### src/hdl/chd_pkg.sv
// ============================================================================
// chd_pkg
// Shared types and constants of the canonical Huffman decoder.
// ============================================================================
package chd_pkg;

   localparam int unsigned MaxSymbolsDefault  = 288;
   localparam int unsigned MaxCodeBitsDefault = 15;
   localparam int unsigned LenWidth           = 4;
   localparam int unsigned SymWidth           = 9;
   localparam int unsigned StatusWidth        = 3;
   localparam int unsigned WindowWidth        = 15;
   localparam int unsigned NumLengths         = 16;

   typedef enum logic [1:0] {
      CMD_LOAD   = 2'd0,
      CMD_BUILD  = 2'd1,
      CMD_DECODE = 2'd2,
      CMD_CLEAR  = 2'd3
   } command_type;

   typedef enum logic [StatusWidth-1:0] {
      ST_OK         = 3'd0,
      ST_INCOMPLETE = 3'd1,
      ST_BAD_TREE   = 3'd2,
      ST_INVALID    = 3'd3,
      ST_FULL       = 3'd4
   } status_type;

   typedef enum logic [3:0] {
      S_IDLE,
      S_CNT_RD,
      S_CNT_WAIT,
      S_CHECK,
      S_ASSIGN,
      S_PLACE_RD,
      S_PLACE_WAIT,
      S_PLACE_WR,
      S_DEC_SCAN,
      S_DEC_RD,
      S_DEC_OUT,
      S_DONE
   } state_type;

endpackage

### src/hdl/canonical_huffman_decoder_core.sv
// ============================================================================
// canonical_huffman_decoder_core
// Canonical Huffman decoder for DEFLATE code length sets.
// ============================================================================
// A request is taken when start is high and busy is low. command selects:
// load a code length (stored at the next symbol index), build the table,
// decode the stream window, or clear. Each request gives exactly one result,
// shown for one cycle with rsp_valid; the receiver cannot stall it.
// Decode tries one code length per cycle, then on a hit reads the symbol
// memory before the result. Build makes two passes over the length memory,
// one for counting and one for placing, with a check and an assignment
// step per code length between them.
// busy is high from acceptance through the result cycle. The configuration
// write port (csr_valid, csr_ready) holds max_code_length; ready is high
// while idle. Reset empties the table, zeroes the load count and sets
// max_code_length to 15. The length and symbol memories need no clearing.
// ============================================================================
module canonical_huffman_decoder_core
   import chd_pkg::*;
#(
   parameter int unsigned MAX_SYMBOLS   = MaxSymbolsDefault,
   parameter int unsigned MAX_CODE_BITS = MaxCodeBitsDefault
) (
   input  logic                   clock,
   input  logic                   reset,
   input  logic                   start,
   output logic                   busy,
   input  logic [1:0]             req_command,
   input  logic [LenWidth-1:0]    req_code_length,
   input  logic [WindowWidth-1:0] req_stream_bits,
   input  logic [LenWidth-1:0]    req_bits_available,
   output logic                   rsp_valid,
   output logic [StatusWidth-1:0] rsp_status,
   output logic [SymWidth-1:0]    rsp_decoded_symbol,
   output logic [LenWidth-1:0]    rsp_bits_consumed,
   input  logic                   csr_valid,
   output logic                   csr_ready,
   input  logic [LenWidth-1:0]    csr_max_code_length
);

   localparam int unsigned AW = $clog2(MAX_SYMBOLS);
   localparam int unsigned CW = $clog2(MAX_SYMBOLS + 1);
   localparam logic [CW-1:0] FullCount = CW'(MAX_SYMBOLS);
   localparam logic [LenWidth-1:0] CodeBitsLimit =
      (MAX_CODE_BITS > 15) ? 4'd15 : LenWidth'(MAX_CODE_BITS);

   logic [LenWidth-1:0] len_mem [MAX_SYMBOLS];
   logic [SymWidth-1:0] sym_mem [MAX_SYMBOLS];
   logic [LenWidth-1:0] len_rd_ff;
   logic [SymWidth-1:0] sym_rd_ff;

   state_type state_ff, state_in;
   logic [LenWidth-1:0] maxlen_ff;
   logic [CW-1:0] loaded_ff, loaded_in;
   logic [CW-1:0] idx_ff, idx_in;
   logic [CW-1:0] cnt_ff [NumLengths];
   logic [16:0] first_code_ff [NumLengths];
   logic [CW-1:0] first_idx_ff [NumLengths];
   logic [CW-1:0] slot_ff [NumLengths];
   logic [LenWidth-1:0] longest_ff;
   logic valid_ff;
   logic [4:0] len_ff, len_in;
   logic [17:0] left_ff;
   logic [15:0] code_ff;
   logic [CW-1:0] acc_ff;
   logic [15:0] dcode_ff;
   logic [LenWidth-1:0] dlen_ff;
   logic [CW-1:0] pos_ff;
   logic [WindowWidth-1:0] win_ff;
   logic [LenWidth-1:0] avail_ff;
   logic bad_ff;
   logic [StatusWidth-1:0] st_ff;

   logic [LenWidth-1:0] limit;
   logic [LenWidth-1:0] cur_len;
   logic [15:0] dcode_next;
   logic [16:0] doff;
   logic dhit;
   logic oversub;

   assign limit = (maxlen_ff > CodeBitsLimit) ? CodeBitsLimit : maxlen_ff;
   assign cur_len = len_ff[LenWidth-1:0];
   assign dcode_next = {dcode_ff[14:0], win_ff[cur_len - 4'd1]};
   assign doff = {1'b0, dcode_next} - first_code_ff[cur_len];
   assign dhit = ({1'b0, dcode_next} >= first_code_ff[cur_len]) &&
                 (doff < 17'(cnt_ff[cur_len]));
   assign oversub = !bad_ff && (18'(slot_ff[cur_len]) > {left_ff[16:0], 1'b0});

   always_comb begin
      state_in = state_ff;
      idx_in = idx_ff;
      len_in = len_ff;
      loaded_in = loaded_ff;
      case (state_ff)
         S_IDLE: begin
            if (start) begin
               idx_in = '0;
               len_in = 5'd1;
               case (command_type'(req_command))
                  CMD_BUILD: state_in = S_CNT_RD;
                  CMD_DECODE: state_in = S_DEC_SCAN;
                  default: state_in = S_DONE;
               endcase
            end
         end
         S_CNT_RD: state_in = (idx_ff == loaded_ff) ? S_CHECK : S_CNT_WAIT;
         S_CNT_WAIT: begin
            idx_in = idx_ff + 1'b1;
            state_in = S_CNT_RD;
         end
         S_CHECK: begin
            if (bad_ff || oversub) begin
               state_in = S_DONE;
            end else if (len_ff == 5'd15) begin
               len_in = 5'd1;
               state_in = S_ASSIGN;
            end else begin
               len_in = len_ff + 1'b1;
            end
         end
         S_ASSIGN: begin
            if (len_ff == 5'd15) begin
               idx_in = '0;
               state_in = S_PLACE_RD;
            end else begin
               len_in = len_ff + 1'b1;
            end
         end
         S_PLACE_RD: state_in = (idx_ff == loaded_ff) ? S_DONE : S_PLACE_WAIT;
         S_PLACE_WAIT: state_in = S_PLACE_WR;
         S_PLACE_WR: begin
            idx_in = idx_ff + 1'b1;
            state_in = S_PLACE_RD;
         end
         S_DEC_SCAN: begin
            if (!valid_ff || avail_ff == '0 || dhit ||
                len_ff >= {1'b0, longest_ff}) begin
               state_in = (valid_ff && avail_ff != '0 && dhit) ? S_DEC_RD : S_DONE;
            end else begin
               len_in = len_ff + 1'b1;
            end
         end
         S_DEC_RD: state_in = S_DEC_OUT;
         S_DEC_OUT: state_in = S_IDLE;
         S_DONE: state_in = S_IDLE;
         default: state_in = S_IDLE;
      endcase
      if (state_ff == S_IDLE && start) begin
         if (command_type'(req_command) == CMD_LOAD && loaded_ff != FullCount) begin
            loaded_in = loaded_ff + 1'b1;
         end else if (command_type'(req_command) == CMD_CLEAR) begin
            loaded_in = '0;
         end
      end
   end

   always_ff @(posedge clock) begin
      if (state_ff == S_IDLE && start &&
          command_type'(req_command) == CMD_LOAD && loaded_ff != FullCount) begin
         len_mem[loaded_ff[AW-1:0]] <= req_code_length;
      end
      len_rd_ff <= len_mem[idx_ff[AW-1:0]];
      if (state_ff == S_PLACE_WR && len_rd_ff != '0 &&
          slot_ff[len_rd_ff] < FullCount) begin
         sym_mem[slot_ff[len_rd_ff][AW-1:0]] <= SymWidth'(idx_ff);
      end
      sym_rd_ff <= sym_mem[pos_ff[AW-1:0]];
   end

   always_ff @(posedge clock) begin
      if (reset) begin
         state_ff <= S_IDLE;
         maxlen_ff <= 4'd15;
         loaded_ff <= '0;
         longest_ff <= '0;
         valid_ff <= 1'b0;
         for (int k = 0; k < NumLengths; k++) begin
            cnt_ff[k] <= '0;
            first_code_ff[k] <= '0;
            first_idx_ff[k] <= '0;
            slot_ff[k] <= '0;
         end
      end else begin
         state_ff <= state_in;
         loaded_ff <= loaded_in;
         if (csr_valid && csr_ready) begin
            maxlen_ff <= csr_max_code_length;
         end
         if (state_ff == S_IDLE && start) begin
            if (command_type'(req_command) == CMD_BUILD) begin
               for (int k = 0; k < NumLengths; k++) begin
                  slot_ff[k] <= '0;
               end
               longest_ff <= '0;
            end
            if (command_type'(req_command) == CMD_CLEAR) begin
               valid_ff <= 1'b0;
               longest_ff <= '0;
            end
         end
         if (state_ff == S_CNT_WAIT && len_rd_ff != '0 && !bad_ff) begin
            slot_ff[len_rd_ff] <= slot_ff[len_rd_ff] + 1'b1;
            if (len_rd_ff > longest_ff) begin
               longest_ff <= len_rd_ff;
            end
         end
         if (state_ff == S_CHECK && (bad_ff || oversub)) begin
            valid_ff <= 1'b0;
            longest_ff <= '0;
         end
         if (state_ff == S_ASSIGN) begin
            cnt_ff[cur_len] <= slot_ff[cur_len];
            first_code_ff[cur_len] <= {1'b0, code_ff};
            first_idx_ff[cur_len] <= acc_ff;
            slot_ff[cur_len] <= acc_ff;
         end
         if (state_ff == S_PLACE_WR && len_rd_ff != '0) begin
            slot_ff[len_rd_ff] <= slot_ff[len_rd_ff] + 1'b1;
         end
         if (state_ff == S_PLACE_RD && idx_ff == loaded_ff) begin
            valid_ff <= 1'b1;
         end
      end
   end

   always_ff @(posedge clock) begin
      idx_ff <= idx_in;
      len_ff <= len_in;
      case (state_ff)
         S_IDLE: begin
            win_ff <= req_stream_bits & WindowWidth'((16'd1 << req_bits_available) - 16'd1);
            avail_ff <= req_bits_available;
            bad_ff <= 1'b0;
            left_ff <= 18'd1;
            code_ff <= '0;
            acc_ff <= '0;
            dcode_ff <= '0;
            st_ff <= ST_OK;
            if (start) begin
               case (command_type'(req_command))
                  CMD_LOAD: st_ff <= (loaded_ff == FullCount) ? ST_FULL : ST_OK;
                  CMD_DECODE: st_ff <= ST_INVALID;
                  default: st_ff <= ST_OK;
               endcase
            end
         end
         S_CNT_WAIT: begin
            if (len_rd_ff > limit) begin
               bad_ff <= 1'b1;
               st_ff <= ST_BAD_TREE;
            end
         end
         S_CHECK: begin
            if (oversub) begin
               bad_ff <= 1'b1;
               st_ff <= ST_BAD_TREE;
            end else if (!bad_ff) begin
               left_ff <= {left_ff[16:0], 1'b0} - 18'(slot_ff[cur_len]);
            end
         end
         S_ASSIGN: begin
            code_ff <= {(code_ff[14:0] + 15'(slot_ff[cur_len])), 1'b0};
            acc_ff <= acc_ff + slot_ff[cur_len];
         end
         S_DEC_SCAN: begin
            dcode_ff <= dcode_next;
            pos_ff <= first_idx_ff[cur_len] + CW'(doff);
            dlen_ff <= cur_len;
            if (!valid_ff) begin
               st_ff <= ST_INVALID;
            end else if (avail_ff == '0) begin
               st_ff <= ST_INCOMPLETE;
            end else if (dhit) begin
               st_ff <= ({1'b0, cur_len} > {1'b0, avail_ff}) ? ST_INCOMPLETE : ST_OK;
            end else begin
               st_ff <= ST_INVALID;
            end
         end
         default: ;
      endcase
   end

   logic out_ok;
   assign out_ok = (state_ff == S_DEC_OUT) && (st_ff == ST_OK);

   always_comb begin
      busy = (state_ff != S_IDLE);
      csr_ready = (state_ff == S_IDLE);
      rsp_valid = (state_ff == S_DONE) || (state_ff == S_DEC_OUT);
      rsp_status = st_ff;
      rsp_decoded_symbol = out_ok ? ((pos_ff < FullCount) ? sym_rd_ff : '0) : '0;
      rsp_bits_consumed = out_ok ? dlen_ff : '0;
   end

endmodule

### config.mk
export PLATFORM = sky130hd
export DESIGN_NAME = canonical_huffman_decoder_core
export DESIGN_NICKNAME = d
export VERILOG_FILES = /design/src/hdl/chd_pkg.sv /design/src/hdl/canonical_huffman_decoder_core.sv
export SDC_FILE = /design/constraint.sdc
export NUM_CORES = 2
export LEC_CHECK = 0
export BUFFER_PORTS_ARGS = -buffer_cell sky130_fd_sc_hd__buf_2
export CORE_ASPECT_RATIO = 1.5
export CORE_MARGIN = 2
export CORE_UTILIZATION = 54
export CTS_CLUSTER_SIZE = 24
export DETAILED_ROUTE_END_ITERATION = 16
export PLACE_DENSITY = 0.69
export SLEW_MARGIN = 20
export SYNTH_ARGS = -nofsm -noshare
export SYNTH_HDL_FRONTEND = slang
export SYNTH_MEMORY_MAX_BITS = 65536
export SYNTH_SLANG_ARGS = --single-unit
### constraint.sdc
create_clock -name clock -period 12.2 [get_ports clock]
set_input_delay 1.22 -clock clock [delete_from_list [all_inputs] [get_ports clock]]
set_output_delay 1.22 -clock clock [all_outputs]
set_load 0.03 [all_outputs]
==> impl_metrics.csv <==
group,metric,value,unit
clocking,cts_resized,0,
detailed_routing,firstDrtPassIters,6,
final_layout,final_common_cell,"edfxtp_1",
logic_synthesis,synth-edff-count,4522,
timing,setup_viol,0,
final_layout,drive_above_1_share,0.244,
timing,finalCriticalPeriod,7.27,ns
outcome,outcome,"finished clean",
critical_path,crit_path_end_kind,"flop",
critical_path,slowest_delay,0.76,ns
clocking,ctsHoldBuffers,0,
timing,timing.fmax,0.137,GHz
placement,gp_congestion,0.861,
detailed_routing,wl_per_cell,32.5,µm
clocking,clk_latency,0.94,ns
power,clock_power_share,0.274,
placement,placed_area,0.191,mm²
worst_hold_path,hp-class,"flop to flop",
logic_synthesis,synth.distinct_cells,87,
critical_path,cp-start-kind,"flop",
timing,rsz0062_at_grt,"false",
clocking,clk_pin_slew,0.07,ns
placement,place.detailed.hpwl,278000,µm
power,seqPwrFrac,0.403,
worst_hold_path,hold_depth,2,
logic_synthesis,yosysTopAreaCell,"edfxtp_1",
detailed_routing,vias,91618,
floorplanning,die_w,483,µm
power,irDropWorstVdd,0.227,mV
clocking,cts_tree,"yes",
logic_synthesis,yosysWarnings,0,
critical_path,critPathRequiredTime,12.79,ns
global_route,grt_pass1_wl,665000,µm
final_layout,area_growth,10.1,%
timing,relSlewSlack,0.247,
detailed_routing,viasPerCell,6.47,
clocking,root_buffer,"clkbuf_16",
critical_path,critPathArrivalTime,7.86,ns
placement,io_buffer_count,51,
global_route,grt_pass1_vias,94513,
final_layout,layout_common_cells,"4522 x edfxtp_1, 1409 x mux4_2, 1017 x nor2_1",
critical_path,crit_type,"flop to flop",
timing,hold_viol,0,
detailed_routing,drt_iter0_drc,10689,
logic_synthesis,synth_area_per_cell,20.1,µm²
logic_synthesis,synthCells,9228,
clocking,post_cts_buffers,0,
logic_synthesis,synth_top_area_share,0.731,
detailed_routing,route.detailed.drc,0,
final_layout,stdcell_area,0.204,mm²
floorplanning,rows,263,
timing,worst_pin_slew,1.13,ns
power,pwr-share-comb,0.322,
critical_path,worstPathMaxFanout,40,
critical_path,slowest_stage,"buf_4",
clocking,htree_levels,5,
power,switching_power,15600,µW
power,swShare,0.325,
floorplanning,core,0.342,mm²
clocking,cts_made_buffers,412,
logic_synthesis,synth-seq-cells,4561,
timing,tns,0,ns
final_layout,nNetsFinal,9436,
timing,period_share,0.596,
logic_synthesis,ys.flop_type,"edfxtp_1",
power,p_leak,0.0649,µW
floorplanning,fp.dieArea,0.349,mm²
critical_path,r2r_cells,19,
timing,drv_slew,0,
floorplanning,start_util,0.543,
timing,fin_worst_skew,0.0351,ns
detailed_routing,antenna_left,0,
clocking,clock_path_buffers,4,
global_route,grt.overflow.total,0,
global_route,gr-usage-all-layers,0.265,
logic_synthesis,async_flop_share,0,
clocking,clock-sinks,4561,
logic_synthesis,synth_area,0.186,mm²
power,p_int,32400,µW
global_route,antenna_found_initial,15,
floorplanning,ioPinCount,52,
logic_synthesis,ys_seq_area_frac,0.735,
logic_synthesis,syn_nets,9368,
critical_path,crit_chain,"buf_4 -> buf_4 -> mux4_2 -> mux4_2 -> inv_1 -> ha_1 -> o211ai_1 -> a21oi_1 -> nor2_1 -> xnor2_1 -> ha_1 -> and4_1 -> nand4_1 -> a31oi_1 -> and3_1 -> a2111o_1 -> or4_1 -> o21ai_0 -> a21boi_0",
global_route,grt_max_degree,209,
logic_synthesis,synth_area_leaders,"edfxtp_1 73%, mux4_2 17%, nor2_1 2.1%",
flow_run,maxCapViolations,0,
power,power_density,235,mW/mm²
timing,hold_slack,0.513,ns
floorplanning,die_h,722,µm
detailed_routing,drt_wl_total,461000,µm
==> cell usage after synthesis, types with 27 or more instances <==
cell      instances
nand2b_1         40
o21ai_0          57
xnor2_1          31
ha_1            102
inv_1            93
mux4_2         1409
and3_1           53
nor2_1         1022
nand3_1          64
buf_2           131
edfxtp_1       4522
a21oi_1          90
o22ai_1          32
nand2_1         180
nor2b_1          39
nor3_1           55
dfxtp_1          39
and2_1          369
buf_4            29
buf_1            53
xor2_1           27
mux2i_1          60
clkbuf_1        355
==> cells by family (layout without fill, tap and decap cells) <==
logic type	Yosys count	count (layout)	synth area share
buffers and inverters	685	1092	0.0160
other	0	10	0
and+or+nand+nor	1928	1928	0.0488
DFF	4561	4561	0.735
adders and majority gates	107	107	0.00741
xor gates and xnor gates	58	58	0.00273
muxes	1497	1497	0.176
AOI/OAI and AO/OA	392	392	0.0140
==> sequential cells by signal, summed over array words and instances (netlist names), 9 cells and up, named ones only <==
| signal | cells |
|---|---|
| left_ff | 17 |
| sym_mem | 2592 |
| loaded_ff | 9 |
| dcode_ff | 15 |
| cnt_ff | 144 |
| first_code_ff | 240 |
| win_ff | 15 |
| acc_ff | 9 |
| code_ff | 15 |
| slot_ff | 144 |
| idx_ff | 9 |
| first_idx_ff | 144 |
| len_mem | 1152 |
| pos_ff | 9 |
| sym_rd_ff | 9 |
==> routing by layer <==
metal | global-route usage | share of wire | routed length [µm] | vias to the layer above
met4 | 0.126 | 0.053 | 24200 | 10
met3 | 0.0386 | 0.075 | 34500 | 972
met2 | 0.454 | 0.52 | 240000 | 4334
met1 | 0.334 | 0.35 | 162000 | 48639
met5 | 0 | 0.00015 | 71 | -
li1 | - | - | - | 37663
==> power by group through the flow <==
stage               sequential [µW]  clock (µW)  combinational, µW
floorplan                     20100           0               9890
global placement              19700           0              15300
detailed placement            19700           0              15500
CTS                           19400       13300              15600
global route                  19400       13900              16300
finish                        19400       13200              15500
==> area by class of cell <==
class                      count  area (µm²)
antenna                       10        25.0
multi-input combinational   3982       46400
sequential                  4561      137000
tap                         4505        5640
clock inverter               254        2630
fill                       23963      138000
timing repair buffer         238        1950
inverter                     101         380
clock buffer                 499       10900
==> worst paths after layout <==
kind / start / endpoint / slack (ns)
hold reg to reg: valid_ff$_SDFFE_PP0P_ / valid_ff$_SDFFE_PP0P_ / 0.51
setup / recovery: flop / len_ff[1]$_DFFE_PP_ / 4.93
setup reg to reg: flop / len_ff[1]$_DFFE_PP_ / 4.93
hold / removal: valid_ff$_SDFFE_PP0P_ / valid_ff$_SDFFE_PP0P_ / 0.51
==> worst max-delay path: cells and delay by family, from the launching register on <==
family / cells / cell delay, ns
AO/OA/AOI/OAI: 6 / 1.31
buffers and inverters: 3 / 1.52
multiplexers: 2 / 1.11
XOR/XNOR: 1 / 0.23
AND/OR/NAND/NOR: 5 / 1.42
adder cells (fa/ha/maj): 2 / 0.51
flip-flops: 1 / 0.69
==> stage by stage <==
stage / util / power [µW] / setup slack, ns / cells
after floorplan: - / 30000 / 5.49 / 9228
after global placement: 0.558 / 34900 / 5.00 / 13384
after detailed placement: 0.558 / 35200 / 4.95 / 13385
after CTS: 0.597 / 48200 / 4.85 / 14138
after global routing: 0.597 / 49600 / 4.44 / 14145
final: 0.598 / 48000 / 4.93 / 14150
Note: power is estimated with default switching activity, not from simulation.
